===== config.mk =====
export PLATFORM = sky130hd
export DESIGN_NAME = lfsr_bounded_random_unit
export DESIGN_NICKNAME = d
export VERILOG_FILES = /design/src/rtl/lbr_pkg.sv /design/src/rtl/lfsr_bounded_random_unit.sv /design/src/rtl/lbr_lfsr.sv /design/src/rtl/lbr_draw_seq.sv
export SDC_FILE = /design/constraint.sdc
export NUM_CORES = 1
export LEC_CHECK = 0
export ABC_CLOCK_PERIOD_IN_PS = 4800
export BUFFER_PORTS_ARGS = -buffer_cell sky130_fd_sc_hd__buf_2
export CAP_MARGIN = 20
export CORE_ASPECT_RATIO = 0.7
export CORE_MARGIN = 2
export CORE_UTILIZATION = 62
export CTS_CLUSTER_DIAMETER = 120
export CTS_CLUSTER_SIZE = 12
export DETAILED_ROUTE_END_ITERATION = 6
export PLACE_DENSITY = 0.85
export SETUP_SLACK_MARGIN = 0.15
export SYNTH_ARGS = -nofsm -noshare
export SYNTH_HDL_FRONTEND = slang
export SYNTH_SLANG_ARGS = --single-unit

===== constraint.sdc =====
create_clock -name clk -period 4.8 [get_ports clk]
set_clock_uncertainty 0.15 [all_clocks]
set_input_delay 0.24 -clock clk [delete_from_list [all_inputs] [get_ports clk]]
set_output_delay 0.24 -clock clk [all_outputs]
set_load 0.03 [all_outputs]

===== src/rtl/lbr_pkg.sv =====
// ----------------------------------------------------------------------------
// lbr_pkg
// Shared types and constants for the bounded random number unit.
// ----------------------------------------------------------------------------
`default_nettype none

package lbr_pkg;

    localparam int unsigned DATA_W = 32;

    localparam logic [DATA_W-1:0] SEED_RESET = 32'h000C_0DA1;

    typedef struct packed {
        logic load;
        logic step;
    } lbr_lfsr_ctrl_t;

    typedef enum logic [2:0] {
        ST_IDLE = 3'b001,
        ST_DRAW = 3'b010,
        ST_DONE = 3'b100
    } lbr_state_t;

endpackage

`default_nettype wire


===== src/rtl/lfsr_bounded_random_unit.sv =====
// ----------------------------------------------------------------------------
// lfsr_bounded_random_unit
// Uniform random value in 0..upper_bound from a 32-bit LFSR by rejection.
// ----------------------------------------------------------------------------
// Usage:
//   Request channel (in_valid / in_stall, upper_bound): one transaction per
//   draw. in_stall is high from acceptance until the result is written to
//   the output register.
//   Result channel (out_valid / out_stall, drawn_value): one transaction per
//   request. The output register holds its value while out_stall is high,
//   and a new request is taken meanwhile; its result waits in the sequencer
//   until the register frees.
//   Seed channel (cfg_valid / cfg_ready, seed_value): reloads the LFSR;
//   ready only while no request is in progress.
//   Timing: each attempt draws max(1, bit length of upper_bound) bits, one
//   LFSR step per cycle; about two attempts on average. Throughput is set
//   by the single shared LFSR stepper.
//   Reset: seed and LFSR load 0xC0DA1, output register empty.
// ----------------------------------------------------------------------------
`default_nettype none

module lfsr_bounded_random_unit
    import lbr_pkg::*;
(
    input  wire logic                 clk,
    input  wire logic                 rst_n,
    input  wire logic                 in_valid,
    output logic                      in_stall,
    input  wire logic [DATA_W-1:0]    upper_bound,
    output logic                      out_valid,
    input  wire logic                 out_stall,
    output logic [DATA_W-1:0]         drawn_value,
    input  wire logic                 cfg_valid,
    output logic                      cfg_ready,
    input  wire logic [DATA_W-1:0]    seed_value
);

    logic [DATA_W-1:0] seed_reg;
    logic              seq_idle;
    logic              lfsr_step;
    logic              lfsr_bit;
    logic              cfg_take;
    lbr_lfsr_ctrl_t    lfsr_ctrl;

    assign cfg_ready      = seq_idle;
    assign cfg_take       = cfg_valid && cfg_ready;
    assign lfsr_ctrl.load = cfg_take;
    assign lfsr_ctrl.step = lfsr_step;

    always_ff @(posedge clk or negedge rst_n)
    begin
        if (!rst_n)
        begin
            seed_reg <= SEED_RESET;
        end
        else if (cfg_take)
        begin
            seed_reg <= seed_value;
        end
    end

    lbr_lfsr u_lfsr (
        .clk        (clk),
        .rst_n      (rst_n),
        .ctrl       (lfsr_ctrl),
        .load_value (seed_value),
        .next_bit   (lfsr_bit)
    );

    lbr_draw_seq u_seq (
        .clk         (clk),
        .rst_n       (rst_n),
        .in_valid    (in_valid),
        .in_stall    (in_stall),
        .upper_bound (upper_bound),
        .out_valid   (out_valid),
        .out_stall   (out_stall),
        .drawn_value (drawn_value),
        .lfsr_step   (lfsr_step),
        .lfsr_bit    (lfsr_bit),
        .idle        (seq_idle)
    );

    a_seed_tracks_write: assert property (@(posedge clk) disable iff (!rst_n)
        cfg_take |=> (seed_reg == $past(seed_value)))
        else $error("seed register missed a write");

    a_no_load_while_busy: assert property (@(posedge clk) disable iff (!rst_n)
        lfsr_ctrl.load |-> !lfsr_ctrl.step)
        else $error("seed load during a draw");

    a_stall_when_not_ready: assert property (@(posedge clk) disable iff (!rst_n)
        !cfg_ready |-> in_stall)
        else $error("request accepted while seed port blocked");

endmodule

`default_nettype wire


===== src/rtl/lbr_lfsr.sv =====
// ----------------------------------------------------------------------------
// lbr_lfsr
// 32-bit right-shifting LFSR, taps 31/6/4/2/1/0 fed into bit 31.
// ----------------------------------------------------------------------------
`default_nettype none

module lbr_lfsr
    import lbr_pkg::*;
(
    input  wire logic                 clk,
    input  wire logic                 rst_n,
    input  wire lbr_lfsr_ctrl_t       ctrl,
    input  wire logic [DATA_W-1:0]    load_value,
    output logic                      next_bit
);

    logic [DATA_W-1:0] lfsr_reg;
    logic [DATA_W-1:0] lfsr_next;
    logic              feedback;

    assign feedback = lfsr_reg[31] ^ lfsr_reg[6] ^ lfsr_reg[4]
                    ^ lfsr_reg[2] ^ lfsr_reg[1] ^ lfsr_reg[0];

    // low bit of the advanced state
    assign next_bit = lfsr_reg[1];

    always_comb
    begin
        lfsr_next = lfsr_reg;
        if (ctrl.load)
        begin
            lfsr_next = load_value;
        end
        else if (ctrl.step)
        begin
            lfsr_next = {feedback, lfsr_reg[DATA_W-1:1]};
        end
    end

    always_ff @(posedge clk or negedge rst_n)
    begin
        if (!rst_n)
        begin
            lfsr_reg <= SEED_RESET;
        end
        else
        begin
            lfsr_reg <= lfsr_next;
        end
    end

endmodule

`default_nettype wire


===== src/rtl/lbr_draw_seq.sv =====
// ----------------------------------------------------------------------------
// lbr_draw_seq
// Draw sequencer: collects LFSR bits, rejects draws above the bound and
// holds the accepted value in the output register.
// ----------------------------------------------------------------------------
`default_nettype none

module lbr_draw_seq
    import lbr_pkg::*;
(
    input  wire logic                 clk,
    input  wire logic                 rst_n,
    input  wire logic                 in_valid,
    output logic                      in_stall,
    input  wire logic [DATA_W-1:0]    upper_bound,
    output logic                      out_valid,
    input  wire logic                 out_stall,
    output logic [DATA_W-1:0]         drawn_value,
    output logic                      lfsr_step,
    input  wire logic                 lfsr_bit,
    output logic                      idle
);

    lbr_state_t        state_reg,   state_next;
    logic [DATA_W-1:0] bound_reg,   bound_next;
    logic [DATA_W-1:0] mask_reg,    mask_next;
    logic [DATA_W-1:0] draw_reg,    draw_next;
    logic [DATA_W-1:0] result_reg,  result_next;
    logic              out_valid_reg, out_valid_next;
    logic              in_take;
    logic              out_take;
    logic [DATA_W-1:0] draw_shift;
    logic [DATA_W-1:0] mask_shift;

    assign in_stall    = (state_reg != ST_IDLE);
    assign idle        = (state_reg == ST_IDLE);
    assign out_valid   = out_valid_reg;
    assign drawn_value = result_reg;
    assign in_take     = in_valid && !in_stall;
    assign out_take    = out_valid_reg && !out_stall;
    assign lfsr_step   = (state_reg == ST_DRAW);
    assign draw_shift  = {draw_reg[DATA_W-2:0], lfsr_bit};
    assign mask_shift  = {1'b0, mask_reg[DATA_W-1:1]};

    always_comb
    begin
        state_next     = state_reg;
        bound_next     = bound_reg;
        mask_next      = mask_reg;
        draw_next      = draw_reg;
        result_next    = result_reg;
        out_valid_next = out_valid_reg;
        if (out_take)
        begin
            out_valid_next = 1'b0;
        end
        case (state_reg)
            ST_IDLE:
            begin
                if (in_take)
                begin
                    bound_next = upper_bound;
                    mask_next  = upper_bound;
                    draw_next  = '0;
                    state_next = ST_DRAW;
                end
            end
            ST_DRAW:
            begin
                draw_next = draw_shift;
                mask_next = mask_shift;
                if (mask_shift == '0)
                begin
                    if (draw_shift > bound_reg)
                    begin
                        // rejected: redraw from the current LFSR state
                        draw_next = '0;
                        mask_next = bound_reg;
                    end
                    else
                    begin
                        state_next = ST_DONE;
                    end
                end
            end
            ST_DONE:
            begin
                if (!out_valid_reg || !out_stall)
                begin
                    result_next    = draw_reg;
                    out_valid_next = 1'b1;
                    state_next     = ST_IDLE;
                end
            end
            default:
            begin
                state_next = ST_IDLE;
            end
        endcase
    end

    always_ff @(posedge clk or negedge rst_n)
    begin
        if (!rst_n)
        begin
            state_reg     <= ST_IDLE;
            out_valid_reg <= 1'b0;
        end
        else
        begin
            state_reg     <= state_next;
            out_valid_reg <= out_valid_next;
        end
    end

    always_ff @(posedge clk)
    begin
        bound_reg  <= bound_next;
        mask_reg   <= mask_next;
        draw_reg   <= draw_next;
        result_reg <= result_next;
    end

    a_state_onehot: assert property (@(posedge clk) disable iff (!rst_n)
        $onehot(state_reg))
        else $error("sequencer state not one-hot");

    a_take_starts_draw: assert property (@(posedge clk) disable iff (!rst_n)
        in_take |=> (state_reg == ST_DRAW))
        else $error("accepted transaction did not start a draw");

    // a zero bound draws one bit per attempt with an empty mask
    a_draw_mask_live: assert property (@(posedge clk) disable iff (!rst_n)
        (state_reg == ST_DRAW && bound_reg != '0) |-> (mask_reg != '0))
        else $error("draw running with empty bit mask");

    a_result_in_range: assert property (@(posedge clk) disable iff (!rst_n)
        (state_reg == ST_DONE) |-> (draw_reg <= bound_reg))
        else $error("accepted draw exceeds bound");

    a_step_only_drawing: assert property (@(posedge clk) disable iff (!rst_n)
        lfsr_step |-> !idle)
        else $error("LFSR stepped while idle");

endmodule

`default_nettype wire

==> flow_summary.ini, run 1 <==
[placed_design]
routabilityCongestion = 0.844
dp_hpwl_um = 10900
postPlaceCellArea_mm2 = 0.00806
io_buffers = 103

[timing]
setup_viol = 0
fin_tns_setup_ns = 0
slew_violations = 0
hold_viol_final = 0
min_period_ns = 3.33
rsz0062_at_grt = false
min_period_over_period_pct = 69.3
relSlewSlack_pct = 30.1
tightest_slew_ns = 1.04
fmax_mhz = 301

[clock_network]
cts_sinks = 163
cts_made_buffers = 17
cts_buffer_depth = 2
root_buffer = clkbuf_16
h-tree-depth = 4
cts.clk_slew.worst_paths_ns = 0.06
clkLatencyLatePin_ns = 0.43
cts_tree = done

[worst_setup_path]
r2r-start = u_seq.draw_reg[30]
timing.rr.end = u_seq.mask_reg[28]
required_ns = 4.80
crit_path_end_kind = flip-flop
path_class = reg2reg
startpoint_type = flip-flop
path_max_fanout = 23
cp.arrival_ns = 3.33
reg2regPathDepth = 8
crit_start = u_seq.draw_reg[30]
r2r_setup_slack_ns = 1.47

[detailed_routing]
routed_via_density = 5.99
wirelength_um = 18100
avgRoutedWirePerCell_um = 19.9
drt_iter0_drc = 627
drcViolationCount = 0
firstDrtPassIters = 5
vias = 5440
antenna_left = 0

[die]
die_y_um = 95.4
ios = 104
rows = 33
initial_utilization_pct = 63.4
fp.dieArea_mm2 = 0.0128
core_area_mm2 = 0.0117
die_w_um = 135

[layout]
design_area_mm2 = 0.00937
nNetsFinal = 840
drive_above_1_share_pct = 25.0
insertedDiodeCount = 0
syn_to_final_growth_pct = 26.5

[outcome]
status = finished, final reports clean

[power_and_ir_drop]
irDropWorstVdd_uv = 352
power_density_mw_per_mm2 = 580
p_leak_nw = 3.68

[yosys]
yosysWarnings = 0
syn-cell-area_mm2 = 0.00740
seq_area_frac_synth_pct = 63.8
synth_top_cell_area_share_pct = 51.5
ys_ff_latch = 163
yosysUniqueCellTypes = 41
synthArstFlopShare_pct = 22.1
netlist_instances = 569
yosysTopAreaCell = edfxtp_1
synth_edf_count = 127
ys.flop_type = edfxtp_1
synth_commonest_cells = edfxtp_1, nor2_1, nand2_1
syn_nets = 670
synth_area_leaders = edfxtp_1, dfrtp_1, ha_1
yosysMostFrequentCell = edfxtp_1
syn_avg_cell_area_um2 = 13.0

[worst_hold_path]
hold_start = u_seq.draw_reg[31]
min_path_type = reg2reg
min_to = u_seq.drawn_value[31]
holdPathStages = 0

[grt]
grt_max_degree = 50
grt_pass1_vias = 5314
grt_remaining_overflow = 0
antenna_found_initial = 0
grt_first_pass_wirelength_um = 28500
grt_usage_pct = 29.7

[flow_run]
max_cap_viol_count = 0
[cell type report]
| type | instances | area (µm²) |
|---|---|---|
| flip-flops and latches | 163 | 4730 |
| multi-input cells | 344 | 2440 |
| fillers | 619 | 2320 |
| repair buffers | 178 | 1260 |
| clock buffers | 19 | 433 |
| well taps | 157 | 196 |
| clock inverters | 12 | 181 |
| inverters | 35 | 131 |
[power breakdown]
group,internal [W],leakage [nW],switching [W]
sequential,0.00216,1.62,0.000296
combinational,0.000593,1.77,0.000964
clock,0.000870,0.288,0.000556
[worst max-delay path by stage]
| stage | endpoint | slack (ns) | cells past startpoint |
|---|---|---|---|
| 2_1_floorplan | u_seq.draw_reg[0] | 1.23 | 3 |
| 3_3_place_gp | u_seq.mask_reg[30] | 1.76 | 8 |
| 3_5_place_dp | u_seq.mask_reg[15] | 1.57 | 8 |
| 4_1_cts | u_seq.mask_reg[30] | 1.52 | 8 |
| 5_1_grt | u_seq.mask_reg[30] | 1.35 | 8 |
| 6_report | u_seq.mask_reg[28] | 1.47 | 8 |
[layer usage]
layer | GRT usage [%] | vias to the layer above | wire, µm
li1 | - | 2425 | -
met1 | 39.4 | 2644 | 7410
met2 | 48.4 | 323 | 8640
met3 | 6.96 | 48 | 1580
met4 | 11.8 | 0 | 454
met5 | 0 | - | 0
[layout by cell type, fill, tap and decap left out, types with 2 or more instances in the layout]
| cell type | count |
|---|---|
| nand3_1 | 2 |
| dlygate4sd3_1 | 67 |
| xnor2_1 | 4 |
| buf_4 | 7 |
| ha_1 | 32 |
| nor3_1 | 3 |
| o21ai_0 | 38 |
| nor4_1 | 7 |
| nand2_1 | 44 |
| nor3b_1 | 32 |
| and2_1 | 3 |
| clkbuf_16 | 17 |
| clkbuf_1 | 2 |
| dfstp_2 | 9 |
| mux2i_1 | 29 |
| o22ai_2 | 30 |
| inv_1 | 35 |
| clkinvlp_4 | 3 |
| a21oi_4 | 2 |
| clkinv_4 | 2 |
| or3_1 | 2 |
| buf_2 | 103 |
| a21o_1 | 4 |
| dfrtp_1 | 27 |
| bufinv_16 | 4 |
| nand4_1 | 9 |
| nor2_1 | 66 |
| nor2b_1 | 3 |
| a21oi_1 | 17 |
| inv_6 | 2 |
| edfxtp_1 | 127 |
[critical path, cell delays in order (launching register included)]
cell and delay [ns]:
edfxtp_1 0.44, ha_1 0.35, nand4_1 0.29, nor4_4 0.46, nand3_1 0.17, nand2_1 0.17, a211o_1 0.41, buf_4 0.46
o22ai_2 0.13
[through the flow]
stage	hold WS [ns]	utilization [%]	cells	power [W]	setup slack, ns
floorplan	-0.206	-	569	0.00344	1.23
global placement	0.198	69.0	809	0.00377	1.76
detailed placement	0.218	69.0	809	0.00389	1.57
CTS	0.295	80.0	907	0.00537	1.52
global route	0.301	80.2	908	0.00569	1.35
finish	0.299	80.2	908	0.00544	1.47
[what timing repair did]
action | CTS | global route
setup buffers | 0 | 0
hold endpoints to repair | 99 | 0
resized for setup | 0 | 0
hold buffers | 67 | 0
[cell families after synthesis]
group | count (synthesis) | synth area share, %
AND/OR/NAND/NOR | 176 | 11.9
flip-flops | 163 | 63.8
AO/OA/AOI/OAI | 102 | 10.8
buffers and inverters | 62 | 3.57
adder cells (fa/ha/maj) | 32 | 5.41
multiplexers | 29 | 3.92
XOR/XNOR | 5 | 0.591
(Power assumes the default switching activity.)
==> inputs of run 2 (changes only) <==
- ABC_CLOCK_PERIOD_IN_PS: 4800 -> 3400
- CORE_UTILIZATION: 62 -> 57
- PLACE_DENSITY: 0.85 -> 0.79
- clock period: 4.8 -> 3.4 ns (I/O delays scaled with it)
==> run 2 against run 1 <==
Sequential power grew 41%; sequential share of layout area grew 0.061 points; flip-flop and latch count is the same; utilization shrank 5.6 points; largest cell class unchanged.
==> flow_summary.ini, run 2 (same netlist as run 1, synthesis figures left out) <==
[detailed_routing]
antenna_left = 0
wirelength_um = 17400
drcViolationCount = 0
firstDrtPassIters = 4
vias = 5247
avgRoutedWirePerCell_um = 19.0
routed_via_density = 5.71
drt_iter0_drc = 366

[timing]
rsz0062_at_grt = false
setup_viol = 0
tightest_slew_ns = 0.800
min_period_ns = 2.94
fmax_mhz = 340
relSlewSlack_pct = 46.6
slew_violations = 0
min_period_over_period_pct = 86.5
timing.final.ws_setup_ns = 0.457
hold_viol_final = 0
fin_tns_setup_ns = 0

[layout]
drive_above_1_share_pct = 25.3
final_cell_mix = edfxtp_1, buf_2, dlygate4sd3_1
final_common_cell = edfxtp_1
nNetsFinal = 845
syn_to_final_growth_pct = 26.4
stdcell_count = 919

[grt]
grt_usage_pct = 25.9
grt_pass1_vias = 5397
grt_max_degree = 68
antenna_found_initial = 1
grt_first_pass_wirelength_um = 27500
grt_remaining_overflow = 0

[clock_network]
h-tree-depth = 4
cts_sinks = 163
clkLatencyLatePin_ns = 0.42
cts_hold_buffers = 67
cts_tree = done
post_cts_buffers = 0
cts_made_buffers = 17
cts.clk_slew.worst_paths_ns = 0.06
cts_resized = 0
root_buffer = clkbuf_16
cts_buffer_depth = 2

[worst_setup_path]
path_class = reg2reg
startpoint_type = flip-flop
max_stage_delay_ns = 0.53
timing.rr.end = u_seq.draw_reg[1]
crit_buf_inv = 1
r2r-start = u_seq.draw_reg[14]
r2r_setup_slack_ns = 0.46
crit_slowest_cell = a2111oi_2
crit_start = u_seq.draw_reg[14]
cpLargestDelayFamily = compound AO/OA/AOI/OAI gates
crit_cells = 7
reg2regPathDepth = 7
cp.arrival_ns = 2.92
path_max_fanout = 15
crit_path_end_kind = flip-flop
path_cells = ha_1 -> nand4_1 -> a2111oi_2 -> o31ai_2 -> a21oi_2 -> buf_4 -> nor3b_1
critPathCapture = u_seq.draw_reg[1]
required_ns = 3.38

[placed_design]
io_buffers = 103
dp_cells = 820
place_ws_ns = 0.576
routabilityCongestion = 0.843
dp_hpwl_um = 11300

[die]
fp.dieArea_mm2 = 0.0139
die_y_um = 99.4
ios = 104
die_w_um = 140
core_area_mm2 = 0.0125
initial_utilization_pct = 59.0
rows = 34

[outcome]
status = finished, final reports clean

[power_and_ir_drop]
finalPower_w = 0.00747
power_density_mw_per_mm2 = 798
p_leak_nw = 3.68
irDropWorstVdd_uv = 528

[worst_hold_path]
min_path_type = in2reg
holdPathStages = 4

[flow_run]
max_cap_viol_count = 0
## run 2: worst min-delay path: stages
cell,delay (ns)
buf_2,0.09
and2_2,0.30
nand2_1,0.12
o21ai_0,0.07
## run 2: metrics by stage
step                area, µm²  utilization [%]  hold WS (ns)
finish                   9360             74.5         0.184
global route             9360             74.5         0.247
CTS                      9350             74.5         0.178
detailed placement       8130             64.8         0.154
global placement         8130             64.8         0.131
floorplan                7410                -        -0.276
## run 2: where the power goes
part           switching [W]  internal (W)
Combinational        0.00131      0.000878
Clock               0.000756       0.00107
Sequential          0.000419       0.00304
Total                0.00248       0.00499
## run 2: routing by layer
metal  GRT usage [%]  wire (µm)  share of wire, %
met2            42.3       8510                49
met4            8.70        358               2.1
met1            34.7       7550                43
met3            6.07       1020               5.8
met5               0          0                 0
## run 2: worst min-delay path by stage
| stage | slack, ns | endpoint | from |
|---|---|---|---|
| finish | 0.18 | u_lfsr.lfsr_reg[8] | cfg_valid |
| global route | 0.25 | u_lfsr.lfsr_reg[8] | cfg_valid |
| CTS | 0.18 | u_lfsr.lfsr_reg[8] | cfg_valid |
| detailed placement | 0.15 | u_lfsr.lfsr_reg[27] | rst_n |
| global placement | 0.13 | u_lfsr.lfsr_reg[27] | rst_n |
| floorplan | -0.28 | u_lfsr.lfsr_reg[12] | rst_n |
## run 2: area by class of cell
cell class | instances | area (µm²)
Tap cell | 162 | 203
Antenna cell | 1 | 2.50
Fill cell | 807 | 3190
Clock inverter | 11 | 114
Clock buffer | 20 | 437
Inverter | 35 | 131
Sequential cell | 163 | 4730
Multi-Input combinational cell | 344 | 2430
Timing Repair Buffer | 183 | 1310
